[src/isc_pkg.sv]
`timescale 1ns / 1ps
// ----------------------------------------------------------------------------
// isc_pkg
// Types and constants shared by the ceiling square root controller and
// datapath.
// ----------------------------------------------------------------------------
package isc_pkg;

   localparam int unsigned OperandWidth = 32;
   localparam int unsigned RootWidth    = 16;
   localparam int unsigned RemWidth     = RootWidth + 1;
   localparam int unsigned StepCount    = OperandWidth / 2;
   localparam int unsigned StepCntWidth = $clog2(StepCount);

   typedef enum logic [1:0] {
      ST_IDLE,
      ST_RUN,
      ST_ADJUST
   } state_type;

   typedef struct packed {
      logic load;
      logic step;
      logic adjust;
   } cmd_type;

endpackage

[src/isc_ctrl.sv]
`timescale 1ns / 1ps
// ----------------------------------------------------------------------------
// isc_ctrl
// Sequencer for the ceiling square root: loads a word, runs one digit step
// per cycle and writes the adjusted root to the output register.
// ----------------------------------------------------------------------------
module isc_ctrl (
   input  logic             clock,
   input  logic             reset,
   input  logic             req_valid,
   output logic             req_stall,
   output logic             rsp_valid,
   input  logic             rsp_stall,
   output isc_pkg::cmd_type cmd
);

   isc_pkg::state_type                     state_ff, state_in;
   logic [isc_pkg::StepCntWidth-1:0]       cnt_ff, cnt_in;
   logic                                   out_valid_ff, out_valid_in;

   always_ff @(posedge clock) begin
      if (reset) begin
         state_ff     <= isc_pkg::ST_IDLE;
         cnt_ff       <= '0;
         out_valid_ff <= 1'b0;
      end else begin
         state_ff     <= state_in;
         cnt_ff       <= cnt_in;
         out_valid_ff <= out_valid_in;
      end
   end

   always_comb begin
      state_in     = state_ff;
      cnt_in       = cnt_ff;
      out_valid_in = out_valid_ff && rsp_stall;
      cmd          = '0;
      req_stall    = 1'b1;
      case (state_ff)
         isc_pkg::ST_IDLE: begin
            req_stall = 1'b0;
            if (req_valid) begin
               cmd.load = 1'b1;
               cnt_in   = '0;
               state_in = isc_pkg::ST_RUN;
            end
         end
         isc_pkg::ST_RUN: begin
            cmd.step = 1'b1;
            cnt_in   = cnt_ff + 1'b1;
            if (cnt_ff == isc_pkg::StepCntWidth'(isc_pkg::StepCount - 1)) begin
               state_in = isc_pkg::ST_ADJUST;
            end
         end
         isc_pkg::ST_ADJUST: begin
            // hold while the previous word still waits
            if (!(out_valid_ff && rsp_stall)) begin
               cmd.adjust   = 1'b1;
               out_valid_in = 1'b1;
               state_in     = isc_pkg::ST_IDLE;
            end
         end
         default: begin
            state_in = isc_pkg::ST_IDLE;
         end
      endcase
   end

   assign rsp_valid = out_valid_ff;

endmodule

[src/isc_dpath.sv]
`timescale 1ns / 1ps
// ----------------------------------------------------------------------------
// isc_dpath
// Restoring digit-by-digit root: operand shift register, partial remainder,
// root accumulator and the ceiling adjust into the output register.
// ----------------------------------------------------------------------------
module isc_dpath (
   input  logic                                clock,
   input  isc_pkg::cmd_type                    cmd,
   input  logic signed [isc_pkg::OperandWidth-1:0] req_value,
   output logic [isc_pkg::RootWidth-1:0]       rsp_root_ceiling
);

   logic [isc_pkg::OperandWidth-1:0] rad_ff, rad_in;
   logic [isc_pkg::RemWidth-1:0]     rem_ff, rem_in;
   logic [isc_pkg::RootWidth-1:0]    root_ff, root_in;
   logic                             zero_ff, zero_in;
   logic [isc_pkg::RootWidth-1:0]    out_ff, out_in;
   logic [isc_pkg::RemWidth+1:0]     rem_sh;
   logic [isc_pkg::RemWidth+1:0]     trial;

   always_comb begin
      rem_sh  = {rem_ff, rad_ff[isc_pkg::OperandWidth-1 -: 2]};
      trial   = {1'b0, root_ff, 2'b01};
      rad_in  = rad_ff;
      rem_in  = rem_ff;
      root_in = root_ff;
      zero_in = zero_ff;
      out_in  = out_ff;
      if (cmd.load) begin
         rad_in  = req_value;
         rem_in  = '0;
         root_in = '0;
         zero_in = req_value[isc_pkg::OperandWidth-1] || (req_value == '0);
      end
      if (cmd.step) begin
         rad_in = {rad_ff[isc_pkg::OperandWidth-3:0], 2'b00};
         if (rem_sh >= trial) begin
            rem_in  = isc_pkg::RemWidth'(rem_sh - trial);
            root_in = {root_ff[isc_pkg::RootWidth-2:0], 1'b1};
         end else begin
            rem_in  = isc_pkg::RemWidth'(rem_sh);
            root_in = {root_ff[isc_pkg::RootWidth-2:0], 1'b0};
         end
      end
      if (cmd.adjust) begin
         if (zero_ff) begin
            out_in = '0;
         end else begin
            out_in = root_ff + isc_pkg::RootWidth'(rem_ff != '0);
         end
      end
   end

   always_ff @(posedge clock) begin
      rad_ff  <= rad_in;
      rem_ff  <= rem_in;
      root_ff <= root_in;
      zero_ff <= zero_in;
      out_ff  <= out_in;
   end

   assign rsp_root_ceiling = out_ff;

endmodule

[src/integer_sqrt_ceiling_top.sv]
`timescale 1ns / 1ps
// ----------------------------------------------------------------------------
// integer_sqrt_ceiling_top
// Ceiling square root of a signed 32-bit word.
// ----------------------------------------------------------------------------
// Each request word gives one response word: the least r with r*r at least
// the operand, 0 for zero or negative operands. The operand is loaded at the
// edge that accepts it. It then passes through sixteen digit steps of the
// restoring root unit (one root bit per cycle) and the ceiling adjust into the
// output register; the adjust is held while a previous result still waits. The
// request side then takes the next word in the idle cycle that follows. A
// new word is taken once the previous one has reached the output register,
// so the next word may start while a result still waits.
module integer_sqrt_ceiling_top (
   input  logic                                     clock,
   input  logic                                     reset,
   input  logic                                     req_valid,
   output logic                                     req_stall,
   input  logic signed [isc_pkg::OperandWidth-1:0]  req_value,
   output logic                                     rsp_valid,
   input  logic                                     rsp_stall,
   output logic [isc_pkg::RootWidth-1:0]            rsp_root_ceiling
);

   isc_pkg::cmd_type cmd;

   isc_ctrl u_ctrl (
      .clock     (clock),
      .reset     (reset),
      .req_valid (req_valid),
      .req_stall (req_stall),
      .rsp_valid (rsp_valid),
      .rsp_stall (rsp_stall),
      .cmd       (cmd)
   );

   isc_dpath u_dpath (
      .clock            (clock),
      .cmd              (cmd),
      .req_value        (req_value),
      .rsp_root_ceiling (rsp_root_ceiling)
   );

endmodule
[config.mk]
export PLATFORM = sky130hd
export DESIGN_NAME = integer_sqrt_ceiling_top
export DESIGN_NICKNAME = d
export VERILOG_FILES = /design/src/isc_pkg.sv /design/src/isc_ctrl.sv /design/src/isc_dpath.sv /design/src/integer_sqrt_ceiling_top.sv
export SDC_FILE = /design/constraint.sdc
export NUM_CORES = 1
export LEC_CHECK = 0
export BUFFER_PORTS_ARGS = -buffer_cell sky130_fd_sc_hd__clkbuf_2
export CAP_MARGIN = 10
export CORE_ASPECT_RATIO = 1.5
export CORE_MARGIN = 3
export CORE_UTILIZATION = 50
export CTS_CLUSTER_DIAMETER = 50
export DETAILED_ROUTE_END_ITERATION = 16
export HOLD_SLACK_MARGIN = 0.08
export PLACE_DENSITY = 0.79
export SLEW_MARGIN = 30
export SYNTH_ARGS = -nofsm -noshare
export SYNTH_HDL_FRONTEND = slang
export SYNTH_SLANG_ARGS = --single-unit
[constraint.sdc]
create_clock -name clock -period 2.65 [get_ports clock]
set_input_delay 0.3975 -clock clock [delete_from_list [all_inputs] [get_ports clock]]
set_output_delay 0.3975 -clock clock [all_outputs]
set_load 0.02 [all_outputs]
==> impl_summary.txt, run 1 <==
----------------------------------------------------
[Power]
  Clk network pwr share ... 29.5%
  Portion of total power attributed to combinational logic ... ~28%
  Fraction of power consumed by sequential logic ... 42.6%
  Total internal power ... 2.99 mW
  Net Sw Frac ... 30.6%
  Leakage component of the power ... around 2.2 nW
  Total power density per cell area ... 749 nW/um2
  Worst ir drop on vdd ... 0.460 mV
  Total net switching power ... 1.32 mW

[Floorplanning]
  Site Rows ... 43
  DIE AREA ... 11000 um2
  Initial Utilization ... 52.0%
  Die boundary width ... 86.6 um
  Core area ... 9360 um2
  Chip height ... 127 um
  I/O pin cnt ... 54

[Timing]
  Slew margin rel. ... 61.3%
  Transition time of the tightest slew-check pin ... 0.581 ns
  Largest clock skew in the final design ... 0.00770 ns
  Period utilization ... a little over nine tenths
  Final hold slack ... 0.306 ns
  Setup violations, final ... 0
  Hold Violations, Final ... 0
  Final worst setup slack ... approximately 0.086 ns
  Max frequency ... 0.390 GHz
  Time the worst path needs with I/O delays and setup ... 2.56 ns
  Final-report max-slew violation count ... 0
  Setup repair after global routing missed its margin ... yes

[CTS]
  CTS clock-pin slew for the worst setup and hold paths ... 0.06 ns
  Number of buffers added by the clock tree synthesis step ... 9
  Worst-Skew Late Latency ... 0.34 ns
  TritonCTS clock tree ... built
  Number of hold buffers added after cts ... 0
  Number of sinks driven by the clock tree ... between 80 and 90
  CTS root buf ... sky130_fd_sc_hd__clkbuf_16
  Number of levels in the clock H-tree ... 3
  Clock tree buffer depth ... 2

[Routing]
  Count of unresolved DRC violations after routing ... 0
  Detailed-router iteration count before antenna repair ... 5
  Total via count in the routed design ... 3876
  Routed wire per std cell ... 17.6 um
  Detailed Route Iter0 Violations ... 372
  Post-DRT Antenna Nets ... 0
  Final WL ... between 10000 and 15000 um
  Via density per instance ... 6.14

[Setup path]
  Kind of end point of the critical path ... flip-flop
  Cell-by-cell trace of the critical path ... nor4_1, nand4_1, or4_4, ha_4, and2_4, and4_4, nor2b_4, nand3_2, xnor2_2, nor2_1
  Count of buffering cells on the critical path with inverters included ... 0
  Arrival time of data at the critical path endpoint ... 2.64 ns
  Highest fanout seen on the critical path ... 3
  Category of the critical setup timing path ... flip-flop to flip-flop
  Slowest cell on the critical path ... sky130_fd_sc_hd__edfxtp_1
  CP Launch Type ... flip-flop
  Worst path depth ... 10
  Slowest stage delay, CP ... 0.52 ns
  Data required time of the worst path ... ~2.7 ns
  Cell family with the largest share of critical-path delay ... simple AND/OR/NAND/NOR gates
  Number of cells on the worst reg-to-reg path ... 10

[Cells and area]
  Total area of multi-input combinational cells ... between 2000 and 2500 um2
  Share of post-route cells with drive strength above 1 ... 22.0%
  Count of fill cells added during filler insertion ... 767
  Area overhead of the layout relative to synthesis ... 17.8%
  Register area ... ~2600 um2
  Inserted Diodes ... 0
  Final net count ... 571

[Synth]
  Library cells used by synthesis ... 52
  Library cell with the highest instance count after synthesis ... sky130_fd_sc_hd__edfxtp_1
  Number of instances in the synthesized netlist ... around 450
  Post-synthesis sequential element count ... 89
  Area share of the largest cell type after synthesis ... between 40% and 50%
  Synthesized Nets ... between 500 and 600
  Part of the Yosys area used for sequential elements ... 53.0%
  Post-synth top cells ... 80 x sky130_fd_sc_hd__edfxtp_1, 42 x sky130_fd_sc_hd__nor2_1, 37 x sky130_fd_sc_hd__a21oi_1
  Fraction of synthesis flops using an asynchronous set or reset pin ... 0%
  Number of flops mapped to enable cells by yosys ... 80
  Biggest area consumer among synthesized cells ... sky130_fd_sc_hd__edfxtp_1
  Average cell area after synthesis ... 10.8 um2
  Cell area after synthesis ... 4870 um2
  Prevailing post-synth register cell ... sky130_fd_sc_hd__edfxtp_1
  YS warnings ... 0
  Area contributors post-synth ... sky130_fd_sc_hd__edfxtp_1 49%, sky130_fd_sc_hd__a22o_1 5.4%, sky130_fd_sc_hd__ha_1 5.4%, sky130_fd_sc_hd__a21oi_1 3.8%, sky130_fd_sc_hd__dfxtp_1 3.7%

[Global route]
  Vias in the first global route ... 3830
  Antenna violations before repair ... 0
  Total global routing track utilization ... 20.7%
  Total gr overflow ... 0
  First-pass GRT wire length ... 17700 um
  Maximum number of pins on one net before global-route repair ... 41

[Run]
  Max capacitance violation total ... 0

[Min path]
  Class of the tightest hold or removal check ... primary input to flip-flop
  Number of instances on the worst hold path ... 2

[Placement]
  Gp weighted congestion ... 0.895
  Count of input and output buffers ... 53
  HPWL after DPL ... 7940 um
  Worst-case setup slack after placement ... -0.0639 ns

[Run status]
  Result of the run ... finished clean

----------------------------------------------------
final cells by class:
type                       instances  area share, %
tap                              112           2.44
multi-input combinational        318           38.4
clock inverter                     4          0.894
clock buffer                      12           4.30
sequential                        89           45.0
timing repair buffer              73           7.46
inverter                          23           1.50
through the flow:
stage / cells / setup TNS, ns / power [mW] / utilization, % / area, um2
floorplan: 449 / 0 / 2.68 / - / 4870
global placement: 614 / 0 / 2.96 / 57.1 / 5340
detailed placement: 614 / -0.103 / 3.00 / 57.1 / 5340
CTS: 630 / 0 / 4.28 / 60.4 / 5650
global route: 631 / -0.0247 / 4.52 / 61.3 / 5740
finish: 631 / 0 / 4.30 / 61.3 / 5740
cell usage in the layout (no fill, tap or decap), types with 8 or more instances in the layout:
cell                        Yosys  routed
sky130_fd_sc_hd__nor2_1        42      42
sky130_fd_sc_hd__clkbuf_2       0      53
sky130_fd_sc_hd__o21ai_1       11      11
sky130_fd_sc_hd__edfxtp_1      80      80
sky130_fd_sc_hd__a21o_1         8       8
sky130_fd_sc_hd__dfxtp_1        9       9
sky130_fd_sc_hd__xnor2_1       19      18
sky130_fd_sc_hd__nand2_1       24      24
sky130_fd_sc_hd__a21oi_1       37      37
sky130_fd_sc_hd__clkbuf_16      0       9
sky130_fd_sc_hd__a22o_1        30      30
sky130_fd_sc_hd__nand3_1       22      19
sky130_fd_sc_hd__inv_1         22      21
sky130_fd_sc_hd__nor4_1        14      11
sky130_fd_sc_hd__buf_4          2      19
sky130_fd_sc_hd__ha_1          21      19
per-layer routing:
metal	vias to the layer above	track usage, %	part of all wire (%)	wire length (um)
met3	45	5.13	6.5	726
met5	-	0	0	0
li1	1839	-	-	-
met2	168	35.9	52	5800
met4	0	10.6	3.9	432
met1	1824	23.1	37	4160
logic make-up (layout without fill, tap and decap cells):
family,Yosys count,count (layout),synth area share [%]
mux,1,1,0.231
compound gates,131,131,19.2
simple gates,143,143,14.5
fa+ha+maj,21,21,5.40
flops,89,89,53.0
xor+xnor,22,22,3.96
buf+inv,42,112,3.65
registers in the layout, indices dropped and copies added, names as in the netlist:
name and cells:
u_ctrl.cnt_ff 4, u_ctrl.rsp_valid 1, u_ctrl.state_ff 2, u_dpath.rad_ff 32
u_dpath.rem_ff 17, u_dpath.root_ff 16, u_dpath.rsp_root_ceiling 16, u_dpath.zero_ff 1
worst paths after layout:
check	to	startpoint	slack (ns)
worst max-delay path	u_dpath.rsp_root_ceiling[13]$_SDFFCE_PP0P_	u_dpath.rem_ff[14]$_SDFFCE_PN0P_	0.09
worst min-delay path	u_ctrl.cnt_ff[1]$_SDFFE_PP0P_	reset	0.31
worst max register to register	u_dpath.rsp_root_ceiling[13]$_SDFFCE_PP0P_	u_dpath.rem_ff[14]$_SDFFCE_PN0P_	0.09
worst min register to register	u_dpath.rad_ff[1]$_SDFFE_PP0P_	u_dpath.rad_ff[1]$_SDFFE_PP0P_	0.47
timing repair:
action                                  4_1_cts  5_1_grt
resized for setup                             2       17
buffers inserted                              0        1
pin swaps                                     0        8
endpoints found under the setup margin        2       10
endpoints found under the hold margin         0        0
power by group through the flow:
| stage | Clock, mW | Combinational (mW) | Sequential, mW |
|---|---|---|---|
| floorplan | 0 | 0.870 | 1.81 |
| global placement | 0 | 1.12 | 1.84 |
| detailed placement | 0 | 1.16 | 1.84 |
| CTS | 1.29 | 1.17 | 1.82 |
| global route | 1.35 | 1.33 | 1.84 |
| finish | 1.27 | 1.20 | 1.83 |
(Power assumes the default switching activity.)
==> run 2: changes to the inputs <==
- PLACE_DENSITY: 0.79 -> unset
- PLACE_DENSITY_LB_ADDON: unset -> 0.3
==> impl_summary.txt, run 2 (synthesized netlist as in run 1, its figures left out) <==
----------------------------------------------------
[Routing]
  Post-DRT Antenna Nets ... 0
  Count of unresolved DRC violations after routing ... 0
  Routed wire per std cell ... 18.2 um
  Total via count in the routed design ... 3845
  Detailed Route Iter0 Violations ... 315
  Detailed-router iteration count before antenna repair ... 4
  Final WL ... between 10000 and 15000 um
  Via density per instance ... 6.03

[Global route]
  Total global routing track utilization ... approximately 22%
  Vias in the first global route ... 3842
  Total gr overflow ... 0
  Maximum number of pins on one net before global-route repair ... between 40 and 50
  Antenna violations before repair ... 0
  First-pass GRT wire length ... approximately 18000 um

[Cells and area]
  Most common cell after layout, fill and taps aside ... sky130_fd_sc_hd__edfxtp_1
  Inserted Diodes ... 0
  Register area ... 2580 um2
  Share of post-route cells with drive strength above 1 ... 23.2%
  Largest register by flop count ... u_dpath.rad_ff
  Commonest cells after routing, fill and taps aside ... 80 x sky130_fd_sc_hd__edfxtp_1, 53 x sky130_fd_sc_hd__clkbuf_2, 42 x sky130_fd_sc_hd__nor2_1
  Total area of multi-input combinational cells ... roughly 2200 um2
  Leading registers by flop count ... u_dpath.rad_ff x32, u_dpath.rem_ff x17
  Final net count ... 578
  Area overhead of the layout relative to synthesis ... 18.9%
  Largest register FFs ... 32
  Count of fill cells added during filler insertion ... 782

[CTS]
  Worst-Skew Late Latency ... around 0.34 ns
  Number of buffers added by the clock tree synthesis step ... 9
  Clock tree buffer depth ... 2
  CTS clock-pin slew for the worst setup and hold paths ... 0.06 ns
  Number of levels in the clock H-tree ... 3
  TritonCTS clock tree ... built
  Number of sinks driven by the clock tree ... 89
  CTS root buf ... sky130_fd_sc_hd__clkbuf_16

[Setup path]
  Data required time of the worst path ... 2.72 ns
  Arrival time of data at the critical path endpoint ... 2.70 ns
  Highest fanout seen on the critical path ... 3
  Cell-by-cell trace of the critical path ... nor4_2, buf_4, nand4_1, or4_1, ha_2, and2_4, and4_4, nor2b_4, nand3_2, xnor2_1, nor2_1
  Count of buffering cells on the critical path with inverters included ... 1
  Kind of end point of the critical path ... flip-flop
  Slowest stage delay, CP ... 0.43 ns
  Cell family with the largest share of critical-path delay ... simple AND/OR/NAND/NOR gates
  Category of the critical setup timing path ... flip-flop to flip-flop
  CP Launch Type ... flip-flop
  Slowest cell on the critical path ... sky130_fd_sc_hd__edfxtp_1

[Timing]
  Largest clock skew in the final design ... 0.00365 ns
  Period utilization ... 99.1%
  Setup tns final ... 0 ns
  Slew margin rel. ... 62.6%
  Setup violations, final ... 0
  Final-report max-slew violation count ... 0
  Transition time of the tightest slew-check pin ... 0.560 ns
  Hold Violations, Final ... 0
  Max frequency ... 0.381 GHz
  Setup repair after global routing missed its margin ... yes
  Time the worst path needs with I/O delays and setup ... 2.63 ns

[Power]
  Total power density per cell area ... 760 nW/um2
  Leakage component of the power ... 2.28 nW
  Clk network pwr share ... 30.3%
  Sum of internal, switching and leakage power ... between 4 and 5 mW
  Worst ir drop on vdd ... 0.429 mV
  Net Sw Frac ... roughly 31%
  Portion of total power attributed to combinational logic ... about 28%
  Total internal power ... 3.04 mW
  Total net switching power ... 1.36 mW
  Fraction of power consumed by sequential logic ... between 40% and 50%

[Floorplanning]
  DIE AREA ... 11000 um2
  Initial Utilization ... 52.0%
  Site Rows ... 43
  I/O pin cnt ... 54
  Die boundary width ... approximately 87 um
  Chip height ... approximately 130 um
  Core area ... 9360 um2

[Run]
  Max capacitance violation total ... 0

[Min path]
  Class of the tightest hold or removal check ... primary input to flip-flop

[Placement]
  Gp weighted congestion ... 0.877
  Count of input and output buffers ... 53
  HPWL after DPL ... 8420 um

[Run status]
  Result of the run ... finished clean

----------------------------------------------------
[run 2: cell types whose count changed in the layout (fill, tap and decap cells not counted), moves of 2 or more]
cell	before	now
sky130_fd_sc_hd__nor4_1	11	13
sky130_fd_sc_hd__clkbuf_1	2	0
sky130_fd_sc_hd__clkbuf_16	9	11
sky130_fd_sc_hd__buf_4	19	26
[run 2: worst paths after layout]
path                                    from                                         end  slack (ns)  cells after the start
min                                rsp_stall                 u_ctrl.rsp_valid$_SDFF_PP0_        0.31                      3
max          u_dpath.rem_ff[9]$_SDFFCE_PN0P_  u_dpath.rsp_root_ceiling[13]$_SDFFCE_PP0P_        0.02                     11
max reg2reg  u_dpath.rem_ff[9]$_SDFFCE_PN0P_  u_dpath.rsp_root_ceiling[13]$_SDFFCE_PP0P_        0.02                     11
min reg2reg   u_dpath.rad_ff[1]$_SDFFE_PP0P_              u_dpath.rad_ff[1]$_SDFFE_PP0P_        0.48                      2
[run 2: stage by stage]
step | instances | hold WS, ns | setup WS [ns] | utilization (%) | cell area [um2]
after floorplan | 449 | 0.436 | 0.238 | - | 4870
after detailed placement | 620 | 0.462 | -0.133 | 57.5 | 5390
after global placement | 620 | 0.459 | -0.0623 | 57.5 | 5390
final | 638 | 0.313 | 0.0236 | 61.8 | 5790
after global routing | 638 | 0.333 | -0.0740 | 61.8 | 5790
after CTS | 637 | 0.310 | -0.0148 | 61.5 | 5760
[run 2: worst min-delay path: stages]
cell and delay [ns]:
sky130_fd_sc_hd__clkbuf_2 0.09, sky130_fd_sc_hd__nand2_1 0.07, sky130_fd_sc_hd__a21oi_1 0.06
[run 2: area by class of cell]
class,count,area share (%)
clock buffer,13,5.23
sequential,89,44.6
clock inverter,3,0.281
timing repair buffer,80,8.30
tap,112,2.42
inverter,23,1.49
multi-input combinational,318,37.7
[run 2: repair_timing]
| action | CTS | global route |
|---|---|---|
| buffers inserted | 1 | 1 |
| endpoints found under the setup margin | 8 | 19 |
| gates resized for setup | 11 | 4 |
| pin swaps | 9 | 6 |
| hold buffers | 0 | 0 |
[run 2: layer usage]
layer,share of wire [%],up-vias,GRT usage (%)
met2,53,129,38.0
met3,5.0,28,3.31
met5,0,-,0
met4,3.5,0,12.8
li1,-,1851,-
met1,38,1837,24.2
[run 2: power by group through the flow]
| stage | clock network [mW] | logic (mW) | registers (mW) |
|---|---|---|---|
| 4_1_cts | 1.34 | 1.22 | 1.82 |
| 3_3_place_gp | 0 | 1.17 | 1.84 |
| 2_1_floorplan | 0 | 0.870 | 1.81 |
| 5_1_grt | 1.38 | 1.37 | 1.83 |
| 6_report | 1.33 | 1.25 | 1.82 |
| 3_5_place_dp | 0 | 1.20 | 1.84 |
==> run 3: changes to the inputs <==
- REMOVE_ABC_BUFFERS: unset -> 1
==> impl_summary.txt, run 3 (synthesized netlist as in run 1, its figures left out) <==
----------------------------------------------------
[Run status]
  Result of the run ... finished clean

[Floorplanning]
  Chip height ... 127 um
  Die boundary width ... 86.6 um
  Site Rows ... 43
  Initial Utilization ... ~52%
  Core area ... 9360 um2
  DIE AREA ... about 11000 um2
  I/O pin cnt ... 54

[Cells and area]
  Largest register by flop count ... u_dpath.rad_ff
  Largest register FFs ... 32
  Share of post-route cells with drive strength above 1 ... a little under a quarter
  Final standard cell area without fillers ... 5770 um2
  Final net count ... 578
  Post-route core utilization ... between 60 and 70%
  Leading registers by flop count ... u_dpath.rad_ff x32, u_dpath.rem_ff x17
  Most common cell after layout, fill and taps aside ... sky130_fd_sc_hd__edfxtp_1
  Commonest cells after routing, fill and taps aside ... 80 x sky130_fd_sc_hd__edfxtp_1, 53 x sky130_fd_sc_hd__clkbuf_2, 42 x sky130_fd_sc_hd__nor2_1
  Inserted Diodes ... 0
  Area overhead of the layout relative to synthesis ... 18.5%

[Timing]
  Setup tns final ... 0 ns
  Max frequency ... 0.385 GHz
  Setup repair after global routing missed its margin ... yes
  Transition time of the tightest slew-check pin ... 0.603 ns
  Period utilization ... between 90% and 100%
  Final-report max-slew violation count ... 0
  Hold Violations, Final ... 0
  Slew margin rel. ... 59.8%
  Setup violations, final ... 0
  Time the worst path needs with I/O delays and setup ... 2.60 ns
  Largest clock skew in the final design ... 0.00661 ns

[Setup path]
  Cell-by-cell trace of the critical path ... nor4_2, nand4_1, or4_1, ha_2, and2_4, and4_4, nor2b_4, nand3_2, xnor2_2, nor2_1
  Category of the critical setup timing path ... flip-flop to flip-flop
  Arrival time of data at the critical path endpoint ... about 2.7 ns
  Cell family with the largest share of critical-path delay ... simple AND/OR/NAND/NOR gates
  Kind of end point of the critical path ... flip-flop
  Count of buffering cells on the critical path with inverters included ... 0
  CP Launch Type ... flip-flop
  Highest fanout seen on the critical path ... 3
  Slowest stage delay, CP ... 0.50 ns
  Slowest cell on the critical path ... sky130_fd_sc_hd__or4_1
  Data required time of the worst path ... 2.71 ns

[Routing]
  Detailed Route Iter0 Violations ... 256
  Total via count in the routed design ... between 3000 and 4000
  Final WL ... 11100 um
  Routed wire per std cell ... 17.5 um
  Count of unresolved DRC violations after routing ... 0
  Via density per instance ... 6.10
  Post-DRT Antenna Nets ... 0
  Detailed-router iteration count before antenna repair ... 5

[Placement]
  Post-detailed-placement cell area ... around 5400 um2
  Gp weighted congestion ... roughly 0.9
  HPWL after DPL ... 8020 um
  Count of input and output buffers ... 53

[Global route]
  First-pass GRT wire length ... 18100 um
  Total global routing track utilization ... 21.1%
  Total gr overflow ... 0
  Antenna violations before repair ... 0
  Maximum number of pins on one net before global-route repair ... 56
  Vias in the first global route ... 3841

[Power]
  Total power density per cell area ... approximately 740 nW/um2
  Worst ir drop on vdd ... 0.416 mV
  Sum of internal, switching and leakage power ... 4.28 mW
  Leakage component of the power ... around 2.2 nW

[Run]
  Max capacitance violation total ... 0

[Min path]
  Class of the tightest hold or removal check ... primary input to flip-flop

[CTS]
  CTS root buf ... sky130_fd_sc_hd__clkbuf_16
  TritonCTS clock tree ... built
  Number of levels in the clock H-tree ... 3
  Number of sinks driven by the clock tree ... 89
  Number of buffers added by the clock tree synthesis step ... 9
  Clock tree buffer depth ... 2
  Worst-Skew Late Latency ... 0.34 ns
  CTS clock-pin slew for the worst setup and hold paths ... 0.06 ns

----------------------------------------------------
[run 3: changes by cell type in the layout (fill, tap and decap cells not counted), moves of 2 or more]
cell and change:
sky130_fd_sc_hd__clkbuf_1 +3, sky130_fd_sc_hd__clkbuf_16 -2, sky130_fd_sc_hd__clkbuf_8 -2, sky130_fd_sc_hd__nor4_1 -2, sky130_fd_sc_hd__nor4_2 +2
[run 3: final timing paths]
path                                                        from                                         end  slack [ns]  depth (start not counted)
worst max-delay path            u_dpath.rem_ff[14]$_SDFFCE_PN0P_  u_dpath.rsp_root_ceiling[15]$_SDFFCE_PP0P_        0.05                         10
worst min-delay path                                req_value[0]              u_dpath.rad_ff[0]$_SDFFE_PP0P_        0.32                          3
worst max register to register  u_dpath.rem_ff[14]$_SDFFCE_PN0P_  u_dpath.rsp_root_ceiling[15]$_SDFFCE_PP0P_        0.05                         10
worst min register to register    u_dpath.rad_ff[0]$_SDFFE_PP0P_              u_dpath.rad_ff[0]$_SDFFE_PP0P_        0.46                          2
[run 3: metal layers]
metal | track usage [%] | vias up | part of all wire, % | routed length (um)
li1 | - | 1856 | - | -
met1 | 23.8 | 1893 | 38 | 4200
met2 | 37.8 | 107 | 54 | 6050
met3 | 2.60 | 28 | 3.9 | 436
met4 | 11.4 | 0 | 3.8 | 427
met5 | 0 | - | 0 | 0
[run 3: power breakdown]
| group | switching (mW) | internal (mW) | total, mW |
|---|---|---|---|
| registers | 0.106 | 1.72 | 1.82 |
| clock network | 0.486 | 0.724 | 1.21 |
| logic | 0.708 | 0.537 | 1.24 |
[run 3: what timing repair did]
action                     CTS  global route
hold buffers                 0             0
resized for setup            0            17
setup endpoints to repair    0            12
setup buffers                0             6
[run 3: worst register-to-register path, stage by stage, from the launching register on]
cell                       delay (ns)
sky130_fd_sc_hd__edfxtp_1        0.49
sky130_fd_sc_hd__nor4_2          0.31
sky130_fd_sc_hd__nand4_1         0.12
sky130_fd_sc_hd__or4_1           0.50
sky130_fd_sc_hd__ha_2            0.21
sky130_fd_sc_hd__and2_4          0.15
sky130_fd_sc_hd__and4_4          0.16
sky130_fd_sc_hd__nor2b_4         0.14
sky130_fd_sc_hd__nand3_2         0.08
sky130_fd_sc_hd__xnor2_2         0.11
sky130_fd_sc_hd__nor2_1          0.06
[run 3: through the flow]
step                hold slack [ns]  std cells  setup slack (ns)
finish                        0.317        637            0.0528
global route                  0.328        637           -0.0221
CTS                           0.308        631            0.0163
detailed placement            0.455        616            0.0237
global placement              0.445        616            0.0854
floorplan                     0.436        430            -0.891
[run 3: final cells by class]
class	instances	area, um2
fill	761	3590
sequential	89	2580
multi-input combinational	318	2190
timing repair buffer	80	493
clock buffer	12	236
tap	112	140
inverter	23	86.3
clock inverter	3	42.5
